--- src/design/dedup_fifo_queue_defines.svh ---
// Assertion macros for the dedup FIFO queue.
`ifndef DEDUP_FIFO_QUEUE_DEFINES_SVH
`define DEDUP_FIFO_QUEUE_DEFINES_SVH

`ifndef SYNTHESIS
`define DFQ_ASSERT_IMP(lbl, clk, rstn, ante, cons) \
  lbl: assert property (@(posedge clk) disable iff (!rstn) (ante) |-> (cons)) \
    else $error("dfq assertion failed");
`define DFQ_ASSERT_NXT(lbl, clk, rstn, ante, cons) \
  lbl: assert property (@(posedge clk) disable iff (!rstn) (ante) |=> (cons)) \
    else $error("dfq assertion failed");
`else
`define DFQ_ASSERT_IMP(lbl, clk, rstn, ante, cons)
`define DFQ_ASSERT_NXT(lbl, clk, rstn, ante, cons)
`endif

`endif

--- src/design/dfq_pkg.sv ---
// Types, constants and helpers shared by the dedup FIFO queue.
package dfq_pkg;

  localparam int QUEUE_DEPTH = 16;
  localparam int VALUE_BITS  = 8;

  localparam int IDX_W   = $clog2(QUEUE_DEPTH);
  localparam int CNT_W   = $clog2(QUEUE_DEPTH + 1);
  localparam int CMD_W   = 2;
  localparam int IN_W    = 8;
  localparam int READ_W  = 8;
  localparam int STAT_W  = 2;
  localparam int COUNT_W = 5;

  localparam logic [CMD_W-1:0] CMD_PUSH = 2'd0;
  localparam logic [CMD_W-1:0] CMD_POP  = 2'd1;
  localparam logic [CMD_W-1:0] CMD_PEEK = 2'd2;
  localparam logic [CMD_W-1:0] CMD_NOP  = 2'd3;

  localparam logic [STAT_W-1:0] STAT_DONE  = 2'd0;
  localparam logic [STAT_W-1:0] STAT_DUP   = 2'd1;
  localparam logic [STAT_W-1:0] STAT_FULL  = 2'd2;
  localparam logic [STAT_W-1:0] STAT_EMPTY = 2'd3;

  typedef logic [VALUE_BITS-1:0] val_t;
  typedef logic [IDX_W-1:0]      idx_t;

  typedef struct packed {
    logic [CMD_W-1:0] cmd;
    logic [IN_W-1:0]  value;
  } in_t;

  typedef struct packed {
    logic [READ_W-1:0]  read_value;
    logic [STAT_W-1:0]  status;
    logic [COUNT_W-1:0] entry_count;
  } out_t;

  typedef struct packed {
    logic wr_en;
    idx_t addr;
    val_t wdata;
  } mem_req_t;

  function automatic idx_t slot_add(idx_t base, idx_t offset);
    logic [IDX_W:0] sum;
    sum = {1'b0, base} + {1'b0, offset};
    if (sum >= (IDX_W + 1)'(QUEUE_DEPTH)) begin
      sum = sum - (IDX_W + 1)'(QUEUE_DEPTH);
    end
    return sum[IDX_W-1:0];
  endfunction

endpackage

--- src/design/dfq_store.sv ---
// Entry store: single-port memory with registered read data.
module dfq_store import dfq_pkg::*; (
  input  logic     clk_i,
  input  mem_req_t req_i,
  output val_t     rdata_o
);

  val_t mem_q [QUEUE_DEPTH];
  val_t rdata_q;

  always_ff @(posedge clk_i) begin
    if (req_i.wr_en) begin
      mem_q[req_i.addr] <= req_i.wdata;
    end
    rdata_q <= mem_q[req_i.addr];
  end

  assign rdata_o = rdata_q;

endmodule

--- src/design/dedup_fifo_queue.sv ---
// Dedup FIFO queue top level: sequencer, single compare unit and output register.
// Push scans the stored entries, one entry compared per cycle (a duplicate ends the
// scan early); pop/peek read the head entry; full/empty/unused commands go straight
// to the result. A stalled result holds the block longer.
// One item at a time; the next transfer is taken the cycle after the result is
// registered. Reset clears head, occupancy, sequencer and output valid; store not cleared.
`include "dedup_fifo_queue_defines.svh"

module dedup_fifo_queue import dfq_pkg::*; (
  input  logic clk_i,
  input  logic rst_ni,
  input  logic in_valid_i,
  output logic in_stall_o,
  input  in_t  in_data_i,
  output logic out_valid_o,
  input  logic out_stall_i,
  output out_t out_data_o
);

  typedef enum logic [4:0] {
    ST_IDLE = 5'b00001,
    ST_SCAN = 5'b00010,
    ST_RD   = 5'b00100,
    ST_TAKE = 5'b01000,
    ST_FIN  = 5'b10000
  } state_e;

  state_e           state_q, state_d;
  logic [CMD_W-1:0] cmd_q, cmd_d;
  val_t             val_q, val_d;
  idx_t             head_q, head_d;
  logic [CNT_W-1:0] occ_q, occ_d;
  logic [CNT_W-1:0] k_q, k_d;
  logic             cmp_v_q, cmp_v_d;
  out_t             res_q, res_d;
  out_t             out_q;
  logic             out_valid_q, out_valid_d;
  logic             in_xfer;
  logic             load_out;
  logic             match;
  mem_req_t         mem_req;
  val_t             rdata;

  dfq_store u_store (
    .clk_i   (clk_i),
    .req_i   (mem_req),
    .rdata_o (rdata)
  );

  assign in_stall_o = (state_q != ST_IDLE);
  assign in_xfer    = in_valid_i && (state_q == ST_IDLE);
  assign match      = cmp_v_q && (rdata == val_q);

  always_comb begin
    state_d       = state_q;
    cmd_d         = cmd_q;
    val_d         = val_q;
    head_d        = head_q;
    occ_d         = occ_q;
    k_d           = k_q;
    cmp_v_d       = 1'b0;
    res_d         = res_q;
    load_out      = 1'b0;
    mem_req.wr_en = 1'b0;
    mem_req.addr  = slot_add(head_q, k_q[IDX_W-1:0]);
    mem_req.wdata = val_q;
    case (state_q)
      ST_IDLE: begin
        if (in_xfer) begin
          cmd_d             = in_data_i.cmd;
          val_d             = in_data_i.value[VALUE_BITS-1:0];
          k_d               = '0;
          res_d.read_value  = '0;
          res_d.status      = STAT_DONE;
          res_d.entry_count = COUNT_W'(occ_q);
          case (in_data_i.cmd)
            CMD_PUSH: begin
              if (occ_q == CNT_W'(QUEUE_DEPTH)) begin
                res_d.status = STAT_FULL;
                state_d      = ST_FIN;
              end else begin
                state_d = ST_SCAN;
              end
            end
            CMD_POP, CMD_PEEK: begin
              if (occ_q == '0) begin
                res_d.status = STAT_EMPTY;
                state_d      = ST_FIN;
              end else begin
                state_d = ST_RD;
              end
            end
            default: begin
              state_d = ST_FIN;
            end
          endcase
        end
      end
      ST_SCAN: begin
        if (match) begin
          res_d.status = STAT_DUP;
          state_d      = ST_FIN;
        end else if (k_q == occ_q) begin
          // tail slot equals the next scan slot
          mem_req.wr_en     = 1'b1;
          occ_d             = occ_q + CNT_W'(1);
          res_d.entry_count = COUNT_W'(occ_q + CNT_W'(1));
          state_d           = ST_FIN;
        end else begin
          cmp_v_d = 1'b1;
          k_d     = k_q + CNT_W'(1);
        end
      end
      ST_RD: begin
        mem_req.addr = head_q;
        state_d      = ST_TAKE;
      end
      ST_TAKE: begin
        res_d.read_value = READ_W'(rdata);
        if (cmd_q == CMD_POP) begin
          head_d            = slot_add(head_q, IDX_W'(1));
          occ_d             = occ_q - CNT_W'(1);
          res_d.entry_count = COUNT_W'(occ_q - CNT_W'(1));
        end
        state_d = ST_FIN;
      end
      ST_FIN: begin
        if (!out_valid_q || !out_stall_i) begin
          load_out = 1'b1;
          state_d  = ST_IDLE;
        end
      end
      default: begin
        state_d = ST_IDLE;
      end
    endcase
  end

  assign out_valid_d = load_out || (out_valid_q && out_stall_i);

  always_ff @(posedge clk_i or negedge rst_ni) begin
    if (!rst_ni) begin
      state_q     <= ST_IDLE;
      head_q      <= '0;
      occ_q       <= '0;
      k_q         <= '0;
      cmp_v_q     <= 1'b0;
      out_valid_q <= 1'b0;
    end else begin
      state_q     <= state_d;
      head_q      <= head_d;
      occ_q       <= occ_d;
      k_q         <= k_d;
      cmp_v_q     <= cmp_v_d;
      out_valid_q <= out_valid_d;
    end
  end

  always_ff @(posedge clk_i) begin
    cmd_q <= cmd_d;
    val_q <= val_d;
    res_q <= res_d;
    if (load_out) begin
      out_q <= res_q;
    end
  end

  assign out_valid_o = out_valid_q;
  assign out_data_o  = out_q;

  `DFQ_ASSERT_IMP(a_occ_bound, clk_i, rst_ni, 1'b1, occ_q <= CNT_W'(QUEUE_DEPTH))
  `DFQ_ASSERT_IMP(a_wr_scan, clk_i, rst_ni, mem_req.wr_en, state_q == ST_SCAN && !match)
  `DFQ_ASSERT_NXT(a_wr_grow, clk_i, rst_ni, mem_req.wr_en, occ_q == $past(occ_q) + CNT_W'(1))
  `DFQ_ASSERT_NXT(a_load, clk_i, rst_ni, load_out, state_q == ST_IDLE && out_valid_q)

endmodule
--- config.mk ---
export PLATFORM = sky130hd
export DESIGN_NAME = dedup_fifo_queue
export DESIGN_NICKNAME = d
export VERILOG_FILES = /design/src/design/dfq_pkg.sv /design/src/design/dfq_store.sv /design/src/design/dedup_fifo_queue.sv
export VERILOG_INCLUDE_DIRS = /design/src /design/src/design
export SDC_FILE = /design/constraint.sdc
export NUM_CORES = 1
export LEC_CHECK = 0
export BUFFER_PORTS_ARGS = -buffer_cell sky130_fd_sc_hd__buf_2
export CORE_UTILIZATION = 56
export CTS_BUF_LIST = sky130_fd_sc_hd__clkbuf_2 sky130_fd_sc_hd__clkbuf_4 sky130_fd_sc_hd__clkbuf_8
export DETAILED_ROUTE_END_ITERATION = 10
export PLACE_DENSITY = 0.73
export SETUP_SLACK_MARGIN = 0.5
export SKIP_LAST_GASP = 1
export SYNTH_ARGS = -nofsm -noshare
export SYNTH_HDL_FRONTEND = slang
export SYNTH_HIERARCHICAL = 1
export SYNTH_SLANG_ARGS = --single-unit
--- constraint.sdc ---
create_clock -name clk_i -period 3.6 [get_ports clk_i]
set_clock_uncertainty 0.05 [all_clocks]
set_input_delay 1.08 -clock clk_i [delete_from_list [all_inputs] [get_ports clk_i]]
set_output_delay 1.08 -clock clk_i [all_outputs]
set_load 0.1 [all_outputs]
==> impl_summary.md <==
Run status
The flow ran to the end, and the final reports show no timing, DRC or antenna violations.

Setup path
The number of buffer and inverter stages on the critical path is 1. The worst reg2reg path endpoint is u_store/rdata_o[4]. Measured in cells, the most critical reg-to-reg path has a length of 7. The launch point of the worst reg-to-reg path is k_q[0]. Traced cell by cell, the critical path runs through ha_1 > inv_1 > fa_1 > a21oi_4 > mux4_2 > a22oi_1 > nand2_1. At the worst endpoint, the required time is 3880 ps.

The type of element capturing the critical path is a register. The worst setup path is launched from a register. At the worst endpoint, the arrival time is 3310 ps. The slowest cell on the critical path is a21oi_4. The largest single stage delay on the critical path is about 700 ps.

In this run the worst path has a maximum fanout of 19. In this run the register-to-register setup slack is about 570 ps. Among cell families on the critical path, the largest total delay comes from compound AO/OA/AOI/OAI gates. The setup path with the least slack is of type reg2reg.

Global routing
The global route total overflow is 0. The all-layer global routing usage is a little under a quarter. Entering global routing, the biggest net connects 22 pins. The first global-routing pass estimated between 20000 and 25000 um of wire. The via count of the first global-routing pass was around 4300. The number of antenna violations at the first check in global routing was 0.

Place
The total instance count after detailed placement is between 600 and 700. Port buffering added 30 buffers. The half-perimeter wire length of the detailed placement result is ~10000 um. The final weighted congestion in routability-driven placement is about 0.82.

Yosys
The number of nets in the synthesized netlist is 491. Sorting the synthesized cells by area gives the leading types as edfxtp_1 (63%), mux4_2 (9.0%), dfrtp_1 (6.3%). The post-synthesis instance total is 467. The share of flip-flops with an asynchronous set or reset is between 10% and 20%.

In this run the biggest area consumer among cell types represents a little over three fifths of the synthesized area. The number of distinct library cells after synthesis is 55. Summing the sequential cell areas from Yosys gives a little under three quarters of the chip area.

The number of warning messages in the yosys log is 6. Yosys mapped a number of flops with a built-in enable equal to ~170. In this run the cell area of the synthesized design comes to roughly 8000 um^2. The biggest area contributor in the post-synthesis netlist is edfxtp_1. Counting flops and latches in the post-synthesis netlist gives 197. In the synthesized netlist the dominant register cell turns out to be edfxtp_1.

After synthesis, the mean cell area works out to between 15 and 20 um^2.

Power and ir drop
Summed over all nets, the switching power comes to ~0.0019 W. In this run the power density over the cells is 669 nW/um^2. The switching power share of the total is 31.6%. The clock network burns about a quarter of the power. The combinational fraction of design power is 26.4%.

Cell internal power was estimated by the tool at 0.00413 W. Across the VDD grid, the largest voltage drop is just over 400 uV. Overall power consumption after layout is estimated at between 0.006 and 0.007 W.

The analysis attributes to cell leakage a power of approximately 3.2 nW. The share of total power dissipated in sequential elements is just under 50%.

Detailed routing
The wire length per cell after detailed routing is between 20 and 25 um. The post-route DRC violation count is 0. The number of antenna-violating nets in the routed design is 0. The detailed router placed roughly 4400 vias in this run.

The via count normalized by instance count is 6.04. Before antenna repair, the detailed router went through 5 iterations. The routed design has around 16000 um of wire. In this run, the number of DRC markers left after iteration 0 of detailed routing was between 400 and 500.

Worst hold path
The worst min-delay path startpoint is res_q[7]. For hold timing, the worst endpoint is out_data_o[7]. The worst hold path belongs to the class reg2reg. Counting instances, the worst hold path has a depth of 0.

Die
The number of placed I/O pins is 31. In this run the standard cell core region covers between 10000 and 15000 um^2. For this configuration, the core starts out at a cell density of a little under three fifths.

The initialized floorplan defines 43 standard-cell rows. The chip width is between 100 and 150 um. The floorplan step set the die height to between 100 and 150 um. The floorplan step defined a die boundary enclosing ~15000 um^2.

Cells and area
The post-route netlist has around 26% of its cells at a drive strength greater than 1. The synthesis-to-finish area growth is 12.9%. After filler insertion, the fill cell instance count of the layout stands at between 900 and 1000. The total number of nets in the final design is ~560. The number of antenna diodes in the final layout is 0. In the layout the commonest cells are edfxtp_1 (168), buf_4 (32), mux4_2 (32), buf_2 (30), nand2_1 (28). Leaving out fill and tap cells, the most frequent cell in the layout is edfxtp_1.

The count of placed standard cells in the final layout, fillers left out is 725.

Flow run
Max-cap violations in this run came to 0.

Timing
Static timing analysis puts the maximum clock frequency at 330 MHz. Subtracting the final worst setup slack from the clock period gives roughly 3000 ps. The count of final max-slew check failures is 0.

For the pin with the worst max-slew slack, the measured transition is around 840 ps. After layout, the worst path uses approximately 84% of the clock period. The final worst hold slack is roughly 380 ps. The count of endpoints failing setup in the final report is 0. The final sum of negative setup slack is 0 ps.

The worst pin sits at a relative slew slack of a little over two fifths. The total count of hold-check failures in the final report is 0. Setup repair after global routing could not meet its margin everywhere.

Clock network
The library cell used as clock root buffer is clkbuf_8. The CTS tree is yes. CTS saw a little under 200 sinks. The count of H-tree levels built during CTS is 4. After clock tree synthesis, the clock-pin slew on the worst setup and hold paths is roughly 90 ps. For the worst-skew pair, the clock arrives at the later sink with an insertion delay of about 460 ps. The number of buffers added by the clock tree synthesis step is 17. The worst-case clock buffer depth is 2. The total of hold buffers inserted after clock tree synthesis is 0.
power groups by stage:
stage          sequential [W]  combinational [W]  clock [W]
6_report              0.00295            0.00160    0.00149
5_1_grt               0.00297            0.00172    0.00160
4_1_cts               0.00295            0.00158    0.00151
3_5_place_dp          0.00300            0.00156          0
3_3_place_gp          0.00299            0.00153          0
2_1_floorplan         0.00318           0.000972          0
cell usage after synthesis, drive strengths merged, types with 2 or more instances:
cell type / number
a21oi: 6
o31ai: 3
a41o: 2
mux2i: 4
o22ai: 2
nor2b: 3
a22oi: 16
o21ai: 7
buf: 12
nand3: 10
a211o: 3
nand4: 5
nand2: 30
and3: 12
nor3: 12
ha: 9
nor2: 24
nand3b: 6
nor4: 3
nand2b: 3
o31a: 2
and2: 2
inv: 12
xor2: 6
mux4: 32
dfrtp: 20
or3: 3
xnor2: 22
edfxtp: 168
clkbuf: 5
dfxtp: 8
cells by family (layout without fill, tap and decap cells):
kind of cell | count (synthesis) | count (layout) | synth area share, %
DFF | 197 | 197 | 71.6
and+or+nand+nor | 120 | 120 | 8.20
AOI/OAI and AO/OA | 47 | 49 | 4.18
muxes | 36 | 36 | 9.51
buffers and inverters | 29 | 105 | 1.75
xor gates and xnor gates | 28 | 28 | 3.07
adders and majority gates | 10 | 10 | 1.66
flip-flops by register name, indices dropped and copies added, names as in the netlist:
| signal | flops |
|---|---|
| out_valid_o | 1 |
| u_store/rdata_o | 8 |
| val_q | 8 |
| occ_q | 5 |
| out_data_o | 15 |
| cmd_q | 2 |
| k_q | 5 |
| head_q | 4 |
| res_q | 15 |
| state_q | 5 |
| u_store/mem_q | 128 |
| cmp_v_q | 1 |
routing by layer:
| layer | wire (um) | track usage, % | share of wire, % |
|---|---|---|---|
| met3 | 1080 | 4.37 | 6.7 |
| met4 | 371 | 10.5 | 2.3 |
| met2 | 7550 | 34.9 | 47 |
| met5 | 0 | 0 | 0 |
| met1 | 7030 | 34.0 | 44 |
cell type report:
| class | count | area, um^2 | share of cell area, % |
|---|---|---|---|
| multi-input combinational | 243 | 2210 | 24.5 |
| timing repair buffer | 62 | 390 | 4.32 |
| inverter | 12 | 45.0 | 0.499 |
| clock buffer | 18 | 241 | 2.67 |
| clock inverter | 13 | 183 | 2.02 |
| tap | 180 | 225 | 2.49 |
| sequential | 197 | 5730 | 63.5 |
per-stage QoR:
| step | area [um^2] | worst slack (ps) | util [%] |
|---|---|---|---|
| after floorplan | 8000 | 651 | - |
| after global placement | 8530 | 330 | 61.2 |
| after detailed placement | 8530 | 287 | 61.2 |
| after CTS | 8970 | 446 | 64.4 |
| after global routing | 9030 | 448 | 64.8 |
| final | 9030 | 568 | 64.8 |
worst max-delay path by stage:
stage | start | endpoint | cells past startpoint
2_1_floorplan | k_q[1] | u_store/mem_q[0][0] | 8
3_3_place_gp | head_q[0] | u_store/rdata_o[6] | 7
6_report | k_q[0] | u_store/rdata_o[4] | 7
5_1_grt | k_q[0] | u_store/rdata_o[1] | 7
4_1_cts | k_q[0] | u_store/rdata_o[4] | 7
3_5_place_dp | k_q[0] | u_store/rdata_o[6] | 7
what timing repair did:
item                       CTS  global route
gates cloned                 1             1
setup buffers                0             1
pin swaps                    1             1
setup endpoints to repair  111            71
resized for setup            3             6
Note: power is estimated with default switching activity, not from simulation.
